`config.mk`:
```
export PLATFORM = sky130hd
export DESIGN_NAME = sorted_set_union_merge_core
export DESIGN_NICKNAME = d
export VERILOG_FILES = /design/src/rtl/ssum_pkg.sv /design/src/rtl/ssum_ram.sv /design/src/rtl/ssum_ctrl.sv /design/src/rtl/ssum_datapath.sv /design/src/rtl/sorted_set_union_merge_core.sv
export SDC_FILE = /design/constraint.sdc
export NUM_CORES = 2
export LEC_CHECK = 0
export BUFFER_PORTS_ARGS = -buffer_cell sky130_fd_sc_hd__buf_2
export CAP_MARGIN = 0
export CORE_MARGIN = 2
export CORE_UTILIZATION = 50
export CTS_BUF_LIST = sky130_fd_sc_hd__clkbuf_8 sky130_fd_sc_hd__clkbuf_16
export CTS_CLUSTER_DIAMETER = 60
export DETAILED_ROUTE_END_ITERATION = 7
export PLACE_DENSITY = 0.65
export SLEW_MARGIN = 30
export SYNTH_ARGS = -nofsm -noshare
export SYNTH_HDL_FRONTEND = slang
export SYNTH_SLANG_ARGS = --single-unit
```
`constraint.sdc`:
```
create_clock -name clk -period 5.7 [get_ports clk]
set_input_delay 1.14 -clock clk [delete_from_list [all_inputs] [get_ports clk]]
set_output_delay 1.14 -clock clk [all_outputs]
set_load 0.02 [all_outputs]
```
`src/rtl/ssum_pkg.sv`:
```
`timescale 1ns / 1ps
// ----------------------------------------------------------------------------
// ssum_pkg
// Shared types and codes for the sorted set union merge core.
// ----------------------------------------------------------------------------
package ssum_pkg;

    // Request command codes
    localparam logic [1:0] CMD_APPEND_A = 2'd0;
    localparam logic [1:0] CMD_APPEND_B = 2'd1;
    localparam logic [1:0] CMD_MERGE    = 2'd2;

    // Width of the emitted union value
    localparam int OUT_WIDTH = 32;

    // Controller states, one-hot
    typedef enum logic [2:0] {
        ST_IDLE = 3'b001,
        ST_READ = 3'b010,
        ST_PICK = 3'b100
    } state_t;

    // Controller to datapath commands
    typedef struct packed {
        logic append_a;
        logic append_b;
        logic rd_en;
        logic emit;
    } ctrl_cmd_t;

    // Datapath to controller status
    typedef struct packed {
        logic out_free;
        logic pick_last;
    } dp_status_t;

endpackage

```
`src/rtl/ssum_ram.sv`:
```
`timescale 1ns / 1ps
// ----------------------------------------------------------------------------
// ssum_ram
// Generic single-write, single-read RAM with registered read data.
// ----------------------------------------------------------------------------
module ssum_ram #(
    parameter int WIDTH = 32,
    parameter int DEPTH = 32
) (
    input  logic                                      clk,
    input  logic                                      wr_en,
    input  logic [((DEPTH > 1) ? $clog2(DEPTH) : 1)-1:0] wr_addr,
    input  logic [WIDTH-1:0]                          wr_data,
    input  logic                                      rd_en,
    input  logic [((DEPTH > 1) ? $clog2(DEPTH) : 1)-1:0] rd_addr,
    output logic [WIDTH-1:0]                          rd_data
);

    logic [WIDTH-1:0] mem [DEPTH];
    logic [WIDTH-1:0] rd_data_reg;

    // Write port
    always_ff @(posedge clk)
    begin
        if (wr_en)
        begin
            mem[wr_addr] <= wr_data;
        end
    end

    // Registered read port, holds when not enabled
    always_ff @(posedge clk)
    begin
        if (rd_en)
        begin
            rd_data_reg <= mem[rd_addr];
        end
    end

    assign rd_data = rd_data_reg;

endmodule

```
`src/rtl/ssum_ctrl.sv`:
```
`timescale 1ns / 1ps
// ----------------------------------------------------------------------------
// ssum_ctrl
// Controller: takes requests and sequences the merge read/pick steps.
// ----------------------------------------------------------------------------
module ssum_ctrl (
    input  logic                  clk,
    input  logic                  rst_n,
    input  logic                  in_valid,
    output logic                  in_stall,
    input  logic [1:0]            cmd,
    input  ssum_pkg::dp_status_t  status,
    output ssum_pkg::ctrl_cmd_t   ctrl
);

    ssum_pkg::state_t state_reg;
    ssum_pkg::state_t state_next;
    logic             accept;

    // Take requests only between merges
    assign in_stall = (state_reg != ssum_pkg::ST_IDLE);
    assign accept   = in_valid && (state_reg == ssum_pkg::ST_IDLE);

    // Next state and commands
    always_comb
    begin
        state_next    = state_reg;
        ctrl.append_a = 1'b0;
        ctrl.append_b = 1'b0;
        ctrl.rd_en    = 1'b0;
        ctrl.emit     = 1'b0;
        case (state_reg)
            ssum_pkg::ST_IDLE:
            begin
                ctrl.append_a = accept && (cmd == ssum_pkg::CMD_APPEND_A);
                ctrl.append_b = accept && (cmd == ssum_pkg::CMD_APPEND_B);
                if (accept && (cmd == ssum_pkg::CMD_MERGE))
                begin
                    state_next = ssum_pkg::ST_READ;
                end
            end
            ssum_pkg::ST_READ:
            begin
                ctrl.rd_en = 1'b1;
                state_next = ssum_pkg::ST_PICK;
            end
            ssum_pkg::ST_PICK:
            begin
                // Hold until the output register can take the result
                if (status.out_free)
                begin
                    ctrl.emit  = 1'b1;
                    state_next = status.pick_last ? ssum_pkg::ST_IDLE
                                                  : ssum_pkg::ST_READ;
                end
            end
            default:
            begin
                state_next = ssum_pkg::ST_IDLE;
            end
        endcase
    end

    // State register
    always_ff @(posedge clk or negedge rst_n)
    begin
        if (!rst_n)
        begin
            state_reg <= ssum_pkg::ST_IDLE;
        end
        else
        begin
            state_reg <= state_next;
        end
    end

endmodule

```
`src/rtl/ssum_datapath.sv`:
```
`timescale 1ns / 1ps
// ----------------------------------------------------------------------------
// ssum_datapath
// Datapath: set stores, fill counts, merge indices, compare and output stage.
// ----------------------------------------------------------------------------
module ssum_datapath #(
    parameter int DEPTH       = 32,
    parameter int VALUE_WIDTH = 32
) (
    input  logic                              clk,
    input  logic                              rst_n,
    input  ssum_pkg::ctrl_cmd_t               ctrl,
    output ssum_pkg::dp_status_t              status,
    input  logic signed [31:0]                value,
    output logic                              out_valid,
    input  logic                              out_stall,
    output logic signed [ssum_pkg::OUT_WIDTH-1:0] union_value,
    output logic                              last,
    output logic                              empty_union,
    output logic                              overflow
);

    localparam int AW = (DEPTH > 1) ? $clog2(DEPTH) : 1;
    localparam int CW = $clog2(DEPTH + 1);

    logic [CW-1:0]          count_a_reg, count_b_reg;
    logic [CW-1:0]          idx_a_reg, idx_b_reg;
    logic [CW-1:0]          idx_a_next, idx_b_next;
    logic                   overflow_reg;
    logic                   full_a, full_b;
    logic                   wr_a, wr_b;
    logic [VALUE_WIDTH-1:0] wr_data;
    logic signed [63:0]     value_sx;
    logic [VALUE_WIDTH-1:0] rd_a, rd_b;
    logic                   avail_a, avail_b;
    logic                   take_a, take_b;
    logic                   pick_empty;
    logic [VALUE_WIDTH-1:0] pick_value;
    logic [63:0]            pick_ext;
    logic                   out_valid_reg;
    logic [ssum_pkg::OUT_WIDTH-1:0] union_value_reg;
    logic                   last_reg, empty_reg, overflow_out_reg;

    // Sign-extend the request value to the stored width
    assign value_sx = 64'(value);
    assign wr_data  = value_sx[VALUE_WIDTH-1:0];

    // Drop appends to a full set
    assign full_a = (count_a_reg == CW'(DEPTH));
    assign full_b = (count_b_reg == CW'(DEPTH));
    assign wr_a   = ctrl.append_a && !full_a;
    assign wr_b   = ctrl.append_b && !full_b;

    ssum_ram #(
        .WIDTH (VALUE_WIDTH),
        .DEPTH (DEPTH)
    ) u_ram_a (
        .clk     (clk),
        .wr_en   (wr_a),
        .wr_addr (count_a_reg[AW-1:0]),
        .wr_data (wr_data),
        .rd_en   (ctrl.rd_en),
        .rd_addr (idx_a_reg[AW-1:0]),
        .rd_data (rd_a)
    );

    ssum_ram #(
        .WIDTH (VALUE_WIDTH),
        .DEPTH (DEPTH)
    ) u_ram_b (
        .clk     (clk),
        .wr_en   (wr_b),
        .wr_addr (count_b_reg[AW-1:0]),
        .wr_data (wr_data),
        .rd_en   (ctrl.rd_en),
        .rd_addr (idx_b_reg[AW-1:0]),
        .rd_data (rd_b)
    );

    // Pick the smaller head; equal heads advance both and emit one copy
    always_comb
    begin
        avail_a = (idx_a_reg < count_a_reg);
        avail_b = (idx_b_reg < count_b_reg);
        take_a  = 1'b0;
        take_b  = 1'b0;
        if (avail_a && avail_b)
        begin
            if ($signed(rd_a) < $signed(rd_b))
            begin
                take_a = 1'b1;
            end
            else if ($signed(rd_b) < $signed(rd_a))
            begin
                take_b = 1'b1;
            end
            else
            begin
                take_a = 1'b1;
                take_b = 1'b1;
            end
        end
        else
        begin
            take_a = avail_a;
            take_b = avail_b;
        end
        pick_empty = !avail_a && !avail_b;
        pick_value = take_a ? rd_a : (take_b ? rd_b : '0);
        idx_a_next = idx_a_reg + CW'(take_a);
        idx_b_next = idx_b_reg + CW'(take_b);
    end

    // Zero-extend or truncate the picked value to the output width
    always_comb
    begin
        pick_ext                 = '0;
        pick_ext[VALUE_WIDTH-1:0] = pick_value;
    end

    assign status.pick_last = (idx_a_next >= count_a_reg) && (idx_b_next >= count_b_reg);
    assign status.out_free  = !out_valid_reg || !out_stall;

    // Counts, indices and sticky overflow; clear all on the last result
    always_ff @(posedge clk or negedge rst_n)
    begin
        if (!rst_n)
        begin
            count_a_reg  <= '0;
            count_b_reg  <= '0;
            idx_a_reg    <= '0;
            idx_b_reg    <= '0;
            overflow_reg <= 1'b0;
        end
        else if (ctrl.emit)
        begin
            if (status.pick_last)
            begin
                count_a_reg  <= '0;
                count_b_reg  <= '0;
                idx_a_reg    <= '0;
                idx_b_reg    <= '0;
                overflow_reg <= 1'b0;
            end
            else
            begin
                idx_a_reg <= idx_a_next;
                idx_b_reg <= idx_b_next;
            end
        end
        else
        begin
            if (wr_a)
            begin
                count_a_reg <= count_a_reg + CW'(1);
            end
            if (wr_b)
            begin
                count_b_reg <= count_b_reg + CW'(1);
            end
            if ((ctrl.append_a && full_a) || (ctrl.append_b && full_b))
            begin
                overflow_reg <= 1'b1;
            end
        end
    end

    // Output valid flag
    always_ff @(posedge clk or negedge rst_n)
    begin
        if (!rst_n)
        begin
            out_valid_reg <= 1'b0;
        end
        else if (ctrl.emit)
        begin
            out_valid_reg <= 1'b1;
        end
        else if (!out_stall)
        begin
            out_valid_reg <= 1'b0;
        end
    end

    // Output payload
    always_ff @(posedge clk)
    begin
        if (ctrl.emit)
        begin
            union_value_reg  <= pick_ext[ssum_pkg::OUT_WIDTH-1:0];
            last_reg         <= status.pick_last;
            empty_reg        <= pick_empty;
            overflow_out_reg <= overflow_reg;
        end
    end

    assign out_valid   = out_valid_reg;
    assign union_value = union_value_reg;
    assign last        = last_reg;
    assign empty_union = empty_reg;
    assign overflow    = overflow_out_reg;

endmodule

```
`src/rtl/sorted_set_union_merge_core.sv`:
```
`timescale 1ns / 1ps
// ----------------------------------------------------------------------------
// sorted_set_union_merge_core
// Loads two ascending sets and emits their ascending union on request.
// ----------------------------------------------------------------------------
// An append request (cmd 0 for set A, cmd 1 for set B) gives no result;
// appends to a full set are dropped and raise the overflow flag. A merge
// request (cmd 2) stalls the input until its last result is loaded; an
// empty union gives a single result. Each result takes a registered read
// of both set stores, then a compare of the heads that loads the output
// register. Downstream stall holds the merge in the compare step. The last
// result clears both counts and the overflow flag; appends are taken again
// while that result waits to be taken.
// ----------------------------------------------------------------------------
module sorted_set_union_merge_core #(
    parameter int DEPTH       = 32,
    parameter int VALUE_WIDTH = 32
) (
    input  logic                clk,
    input  logic                rst_n,
    input  logic                in_valid,
    output logic                in_stall,
    input  logic [1:0]          cmd,
    input  logic signed [31:0]  value,
    output logic                out_valid,
    input  logic                out_stall,
    output logic signed [31:0]  union_value,
    output logic                last,
    output logic                empty_union,
    output logic                overflow
);

    ssum_pkg::ctrl_cmd_t  ctrl;
    ssum_pkg::dp_status_t status;

    ssum_ctrl u_ctrl (
        .clk      (clk),
        .rst_n    (rst_n),
        .in_valid (in_valid),
        .in_stall (in_stall),
        .cmd      (cmd),
        .status   (status),
        .ctrl     (ctrl)
    );

    ssum_datapath #(
        .DEPTH       (DEPTH),
        .VALUE_WIDTH (VALUE_WIDTH)
    ) u_datapath (
        .clk         (clk),
        .rst_n       (rst_n),
        .ctrl        (ctrl),
        .status      (status),
        .value       (value),
        .out_valid   (out_valid),
        .out_stall   (out_stall),
        .union_value (union_value),
        .last        (last),
        .empty_union (empty_union),
        .overflow    (overflow)
    );

endmodule

```
**Word level (Yosys, flattened, before mapping)**

Memory sizes are Yosys's and may differ from the RTL's. A register that Yosys moved wholly into a read port is not among the register bits.
Index checks and enable logic that the tools add are counted.

- Word-level logic and storage cells: 93
- Memories kept: 2
- RAM bits: 2,048
- Input bits: 38
- Bits in registers: 64

Memory list:

| name | words | bits a word | rd ports | clocked after memory_dff | wr ports | RTL line | RTL |
|---|---|---|---|---|---|---|---|
| u_datapath.u_ram_a.mem | 32 | 32 | 1 | 1 | 1 | ssum_ram.sv:19 | `logic [WIDTH-1:0] mem [DEPTH];` |
| u_datapath.u_ram_b.mem | 32 | 32 | 1 | 1 | 1 | ssum_ram.sv:19 |  |

- Multiplexer cells: 31
- Add/subtract/negate cells: 4
- Reductions and logical operators: 27
- $lt $le $gt $ge: 6
- Eq/ne operators: 12

Operator list:

| kind | count |
|---|---|
| less-than comparator 32 bit | 2 |
| two-way mux 32 bit | 2 |
| two-way mux 6 bit | 7 |
| two-way mux 1 bit | 17 |
| adder 6 x 1 -> 6 bit | 2 |
| adder 6 x 1 -> 6 bit, second input constant | 2 |
| equality test 6 bit, second input constant | 2 |
| >= comparator 6 bit | 2 |
| less-than comparator 6 bit | 2 |
| logical AND 1 bit | 11 |
| case mux 3 bit (3 select lines) | 1 |
| AND reduction 2 bit | 4 |
| logical NOT 1 bit | 6 |
| two-way mux 3 bit | 2 |
| nonzero test 2 bit | 3 |
| two-way mux 2 bit | 2 |
| inequality test 2 x 1 -> 1 bit, second input constant | 2 |
| inequality test 2 bit, second input constant | 2 |
| equality test 3 x 1 -> 1 bit, second input constant | 1 |
| equality test 3 x 2 -> 1 bit, second input constant | 1 |
| equality test 3 bit, second input constant | 1 |
| inequality test 3 x 1 -> 1 bit, second input constant | 1 |
| equality test 2 x 1 -> 1 bit, second input constant | 1 |
| equality test 2 bit, second input constant | 1 |
| 2 further kinds | 3 |

**Longest topological paths before layout**

- Depth after elaboration: 10
- Mapped depth: 20

**Modules after synthesis**

Synthesis repeated with hierarchy kept, for this count alone.

- Cells, all modules: 4,956
- Area total of the unflattened synthesis: 86,013.7 um^2

Modules (own cells, without submodules):

| module | area an instance (um^2) | sequential area each (um^2) | times used | cells each |
|---|---|---|---|---|
| ssum_ram | 40,805.4 | 31,710.4 | 2 | 2,260 |
| ssum_datapath | 4,194.0 | 1,701.6 | 1 | 414 |
| ssum_ctrl | 209.0 | 76.3 | 1 | 22 |

**Worst setup path before layout**

Ideal clock, no wire load.

- Kind: reg2reg
- From: register u_datapath.u_ram_a.rd_data_reg[6] (netlist: u_datapath.u_ram_a.rd_data[6]) (read register of u_datapath.u_ram_a.mem)
- To: register u_datapath.count_b_reg[0]
- Data required time: 5,634 ps
- Library setup time: 66 ps
- Path slack: 1,282 ps
- Stages on the path, launching flop included: 18
- Arrival: 4,352 ps
- Period minus slack after synthesis: 4,418 ps
- Cell sequence: edfxtp_1 > ha_1 > a41o_1 > a21oi_2 > nor3_1 > o41a_1 > or4b_4 > and2_2 > o21a_1 > ha_1 > ha_1 > ha_1 > a21o_1 > a21o_1 > a211oi_1 > o21bai_1 > a31oi_1 > mux2_2

- Word-level cells in the longest chain between the ends: 9
- Elaborated cells between the ends (all ways): 14
- Classes of those cells: add/sub (2); order compare (4); eq/ne (1); mux (5); reduce/logical (2)

RTL lines:

| what | RTL line | RTL |
|---|---|---|
| start, declared | ssum_ram.sv:20 | `logic [WIDTH-1:0] rd_data_reg;` |
| less-than comparator 32 bit | ssum_datapath.sv:93 | `else if ($signed(rd_b) < $signed(rd_a))` |
| two-way mux 1 bit | ssum_datapath.sv:93 |  |
| two-way mux 1 bit | ssum_datapath.sv:89 | `if ($signed(rd_a) < $signed(rd_b))` |
| two-way mux 1 bit | ssum_datapath.sv:87 | `if (avail_a && avail_b)` |
| adder 6 x 1 -> 6 bit | ssum_datapath.sv:110 | `idx_a_next = idx_a_reg + CW'(take_a);` |
| >= comparator 6 bit | ssum_datapath.sv:121 | `assign status.pick_last = (idx_a_next >= count_a_reg) && (idx_b_next >= count_b_reg);` |
| logical AND 1 bit (*) | ssum_datapath.sv:121 |  |
| inequality test 2 x 1 -> 1 bit (no source line) (*) | n/a |  |
| AND reduction 2 bit (no source line) (*) | n/a |  |
| end signal, assigned | ssum_datapath.sv:159 | `count_b_reg <= count_b_reg + CW'(1);` |
| end, declared | ssum_datapath.sv:26 | `logic [CW-1:0] count_a_reg, count_b_reg;` |

Mark *: on every way between the ends. The rest lies on a longest branch, timed or not.
A chain may end at the register's enable or synchronous reset.

**Worst setup path after layout**

- From: register u_datapath.u_ram_a.rd_data_reg[26] (netlist: u_datapath.u_ram_a.rd_data[26]) (read register of u_datapath.u_ram_a.mem)
- To: register u_datapath.count_b_reg[2]

Same word-level chain as after synthesis.

==> metrics.cfg <==
[outcome]
status = finished, final reports clean

[finish]
fin_area_sq_um = 95180
reg_top3 = u_datapath.u_ram_a.mem: 1024 flops, u_datapath.u_ram_b.mem: 1024 flops
drive_gt1_share_pct = 25.74
multi_input_area_sq_um = 18820
layout.nets = 4351
regArea_sq_um = 65230
area_growth_pct = 12.53
fill_cells = 12350

[critical_path]
cp_top_family = compound AO/OA/AOI/OAI gates
cp.buffers_inverters = 0
path_common_cell = ha_1
critPathLaunchType = flop
slowest_stage = or4_1
end_kind = flop
path_class = reg -> reg
critPathMaxStageDelay_ns = 0.54
cp_max_fo = 8
critPathRequiredTime_ns = 6.44
cp.arrival_ns = 5.77
cp_cell_sequence = ha_1 > nand4_1 > or4_1 > nor3_1 > o41a_1 > o21bai_1 > and2_2 > o21a_1 > ha_1 > ha_1 > ha_1 > a21o_1 > a21o_1 > a211oi_1 > o21bai_1 > a31oi_1 > a2bb2oi_1

[clock_network]
cts-root-buf = clkbuf_16
cts_setup_buffers = 0
cts_sinks = 2176
cts_resized = 0
hold_buffers = 0
clock_latency_ns = 0.83
htreeDepth = 4
clk_pin_slew_ns = 0.06
tritoncts = yes
cts_max_path_buffers = 3
cts_made_buffers = 208

[flow_run]
max_cap_viol_count = 0

[logic_synthesis]
synth_area_leader_cell = edfxtp_1
syn_nets = 4118
syn_inst = 4014
ys_ff_latch = 2176
yosysWarningCount = 0
synth.most_common_cell = edfxtp_1
synth_edf_count = 2147
synth_area_sq_um = 84580
netlist_top_cells_count = edfxtp_1, mux4_2, mux2i_1
yosysTopAreaCellShare_pct = 76.22
synth_cell_type_count = 59
synth_flop_cell = edfxtp_1
async_flop_share_pct = 1.333
avgSynthCellArea_sq_um = 21.07
synth_area_leaders = edfxtp_1, mux4_2, mux2i_1
yosysSeqAreaShare_pct = 77.08

[timing]
rsz0062_at_grt = false
relSlewSlack_pct = 21.97
tns_ns = 0
clock_skew_ns = 0.02283
tightest_slew_ns = 1.158
final_hold_viol_count = 0
setup_viol = 0
fin_crit_ns = 5.025
slew_viol_final = 0
fin_crit_sh_pct = 88.16
fmax_ghz = 0.1990

[pwr]
p_leak_nw = 31.05
p_per_area_nw_per_um2 = 360.7
irDropWorstVdd_mv = 0.3898

[grt]
track_usage_pct = 24.03
grt_max_degree = 158
grt_pass1_wl_mm = 295.8
overflow = 0
antenna_found_initial = 15
grt_pass1_vias = 41020

[route]
drc_errors = 0
wl_per_cell_um = 31.28
ant_nets = 0
drtPass1Iterations = 6
vias_per_cell = 6.206
vias = 41090
routed_wl_mm = 207.1
dr.first_iter.drc_count = 4844

[worst_hold_path]
hp-class = in -> async

[place]
gp_congestion = 0.8193
dp_hpwl_mm = 115.7
port_buffers = 74
placed_area_sq_um = 88860

[floorplan]
core-area_sq_um = 167600
die_w_um = 415.3
die_y_um = 415.3
dieArea_sq_um = 172500
start_util_pct = 50.47
num_rows = 150
ioPinCount = 75

-- cells by family after synthesis --
group | share of synthesized area (%)
DFF | 77.08
muxes | 15.50
AOI/OAI and AO/OA | 3.402
and+or+nand+nor | 1.664
buffers and inverters | 1.266
adders and majority gates | 0.9763
xor gates and xnor gates | 0.1036
-- worst register-to-register path, delay by kind of cell (launching register included) --
family | cells | cell delay (ns)
compound gates | 9 | 2.19
fa+ha+maj | 4 | 1.13
flops | 1 | 0.39
simple gates | 4 | 1.24
-- placed cells by master, fill, tap and decap left out, types with 97 or more instances in the layout --
cell type / instances
a21oi_1: 116
mux4_2: 448
clkbuf_16: 215
mux2_2: 97
buf_4: 136
nand2_1: 174
mux2i_1: 193
o21ai_0: 107
edfxtp_1: 2147
inv_1: 102
o221ai_1: 97
-- area by class of cell --
| cell class | count | area share, % |
|---|---|---|
| flip-flops and latches | 2176 | 68.53 |
| multi-input cells | 1579 | 19.77 |
| clock buffers | 215 | 5.653 |
| well taps | 2204 | 2.897 |
| repair buffers | 233 | 2.049 |
| clock inverters | 161 | 0.8926 |
| inverters | 49 | 0.1946 |
| diodes | 4 | 0.01052 |
-- metal layers --
layer / routed length [um] / GRT usage (%) / share of wire [%] / up-vias
li1: - / - / - / 17240
met3: 13740 / 3.617 / 6.6 / 329
met4: 6312 / 7.367 / 3.0 / 6
met1: 81990 / 32.57 / 40 / 21980
met2: 105000 / 40.52 / 51 / 1539
met5: 38 / 0 / 0.018 / -
-- metrics by stage --
step	instances	hold WS (ns)	power, mW	util [%]	setup WS, ns
6_report	6621	0.3768	34.33	56.79	0.6749
5_1_grt	6617	0.3981	35.34	56.79	0.3918
4_1_cts	6614	0.3458	34.53	56.74	0.6676
3_5_place_dp	6238	0.4533	21.92	53.02	0.7083
3_3_place_gp	6227	0.4380	21.88	52.84	0.7909
2_1_floorplan	4014	0.4257	20.54	-	1.282
-- where the power goes --
part / switching [mW] / leakage (nW) / internal (mW)
clock network: 5.74 / 3.28 / 7.02
logic: 2.22 / 8.11 / 1.35
registers: 0.129 / 19.7 / 17.9
-- path summary, 6_finish.rpt --
check	to	startpoint	cells past startpoint	slack, ns
min	u_datapath.count_b_reg[0]$_DFFE_PN0P_	rst_n	1	0.38
min in group clk	u_datapath.overflow$_DFFE_PP_	u_datapath.overflow_reg$_DFFE_PN0P_	0	0.46
max	u_datapath.count_b_reg[2]$_DFFE_PN0P_	u_datapath.u_ram_a.rd_data[26]$_DFFE_PP_	17	0.67
min reg2reg	u_datapath.overflow$_DFFE_PP_	u_datapath.overflow_reg$_DFFE_PN0P_	0	0.46
max in group asynchronous	u_datapath.idx_b_reg[3]$_DFFE_PN0P_	rst_n	1	4.78
max reg2reg	u_datapath.count_b_reg[2]$_DFFE_PN0P_	u_datapath.u_ram_a.rd_data[26]$_DFFE_PP_	17	0.67
Note: power is estimated with default switching activity, not from simulation.
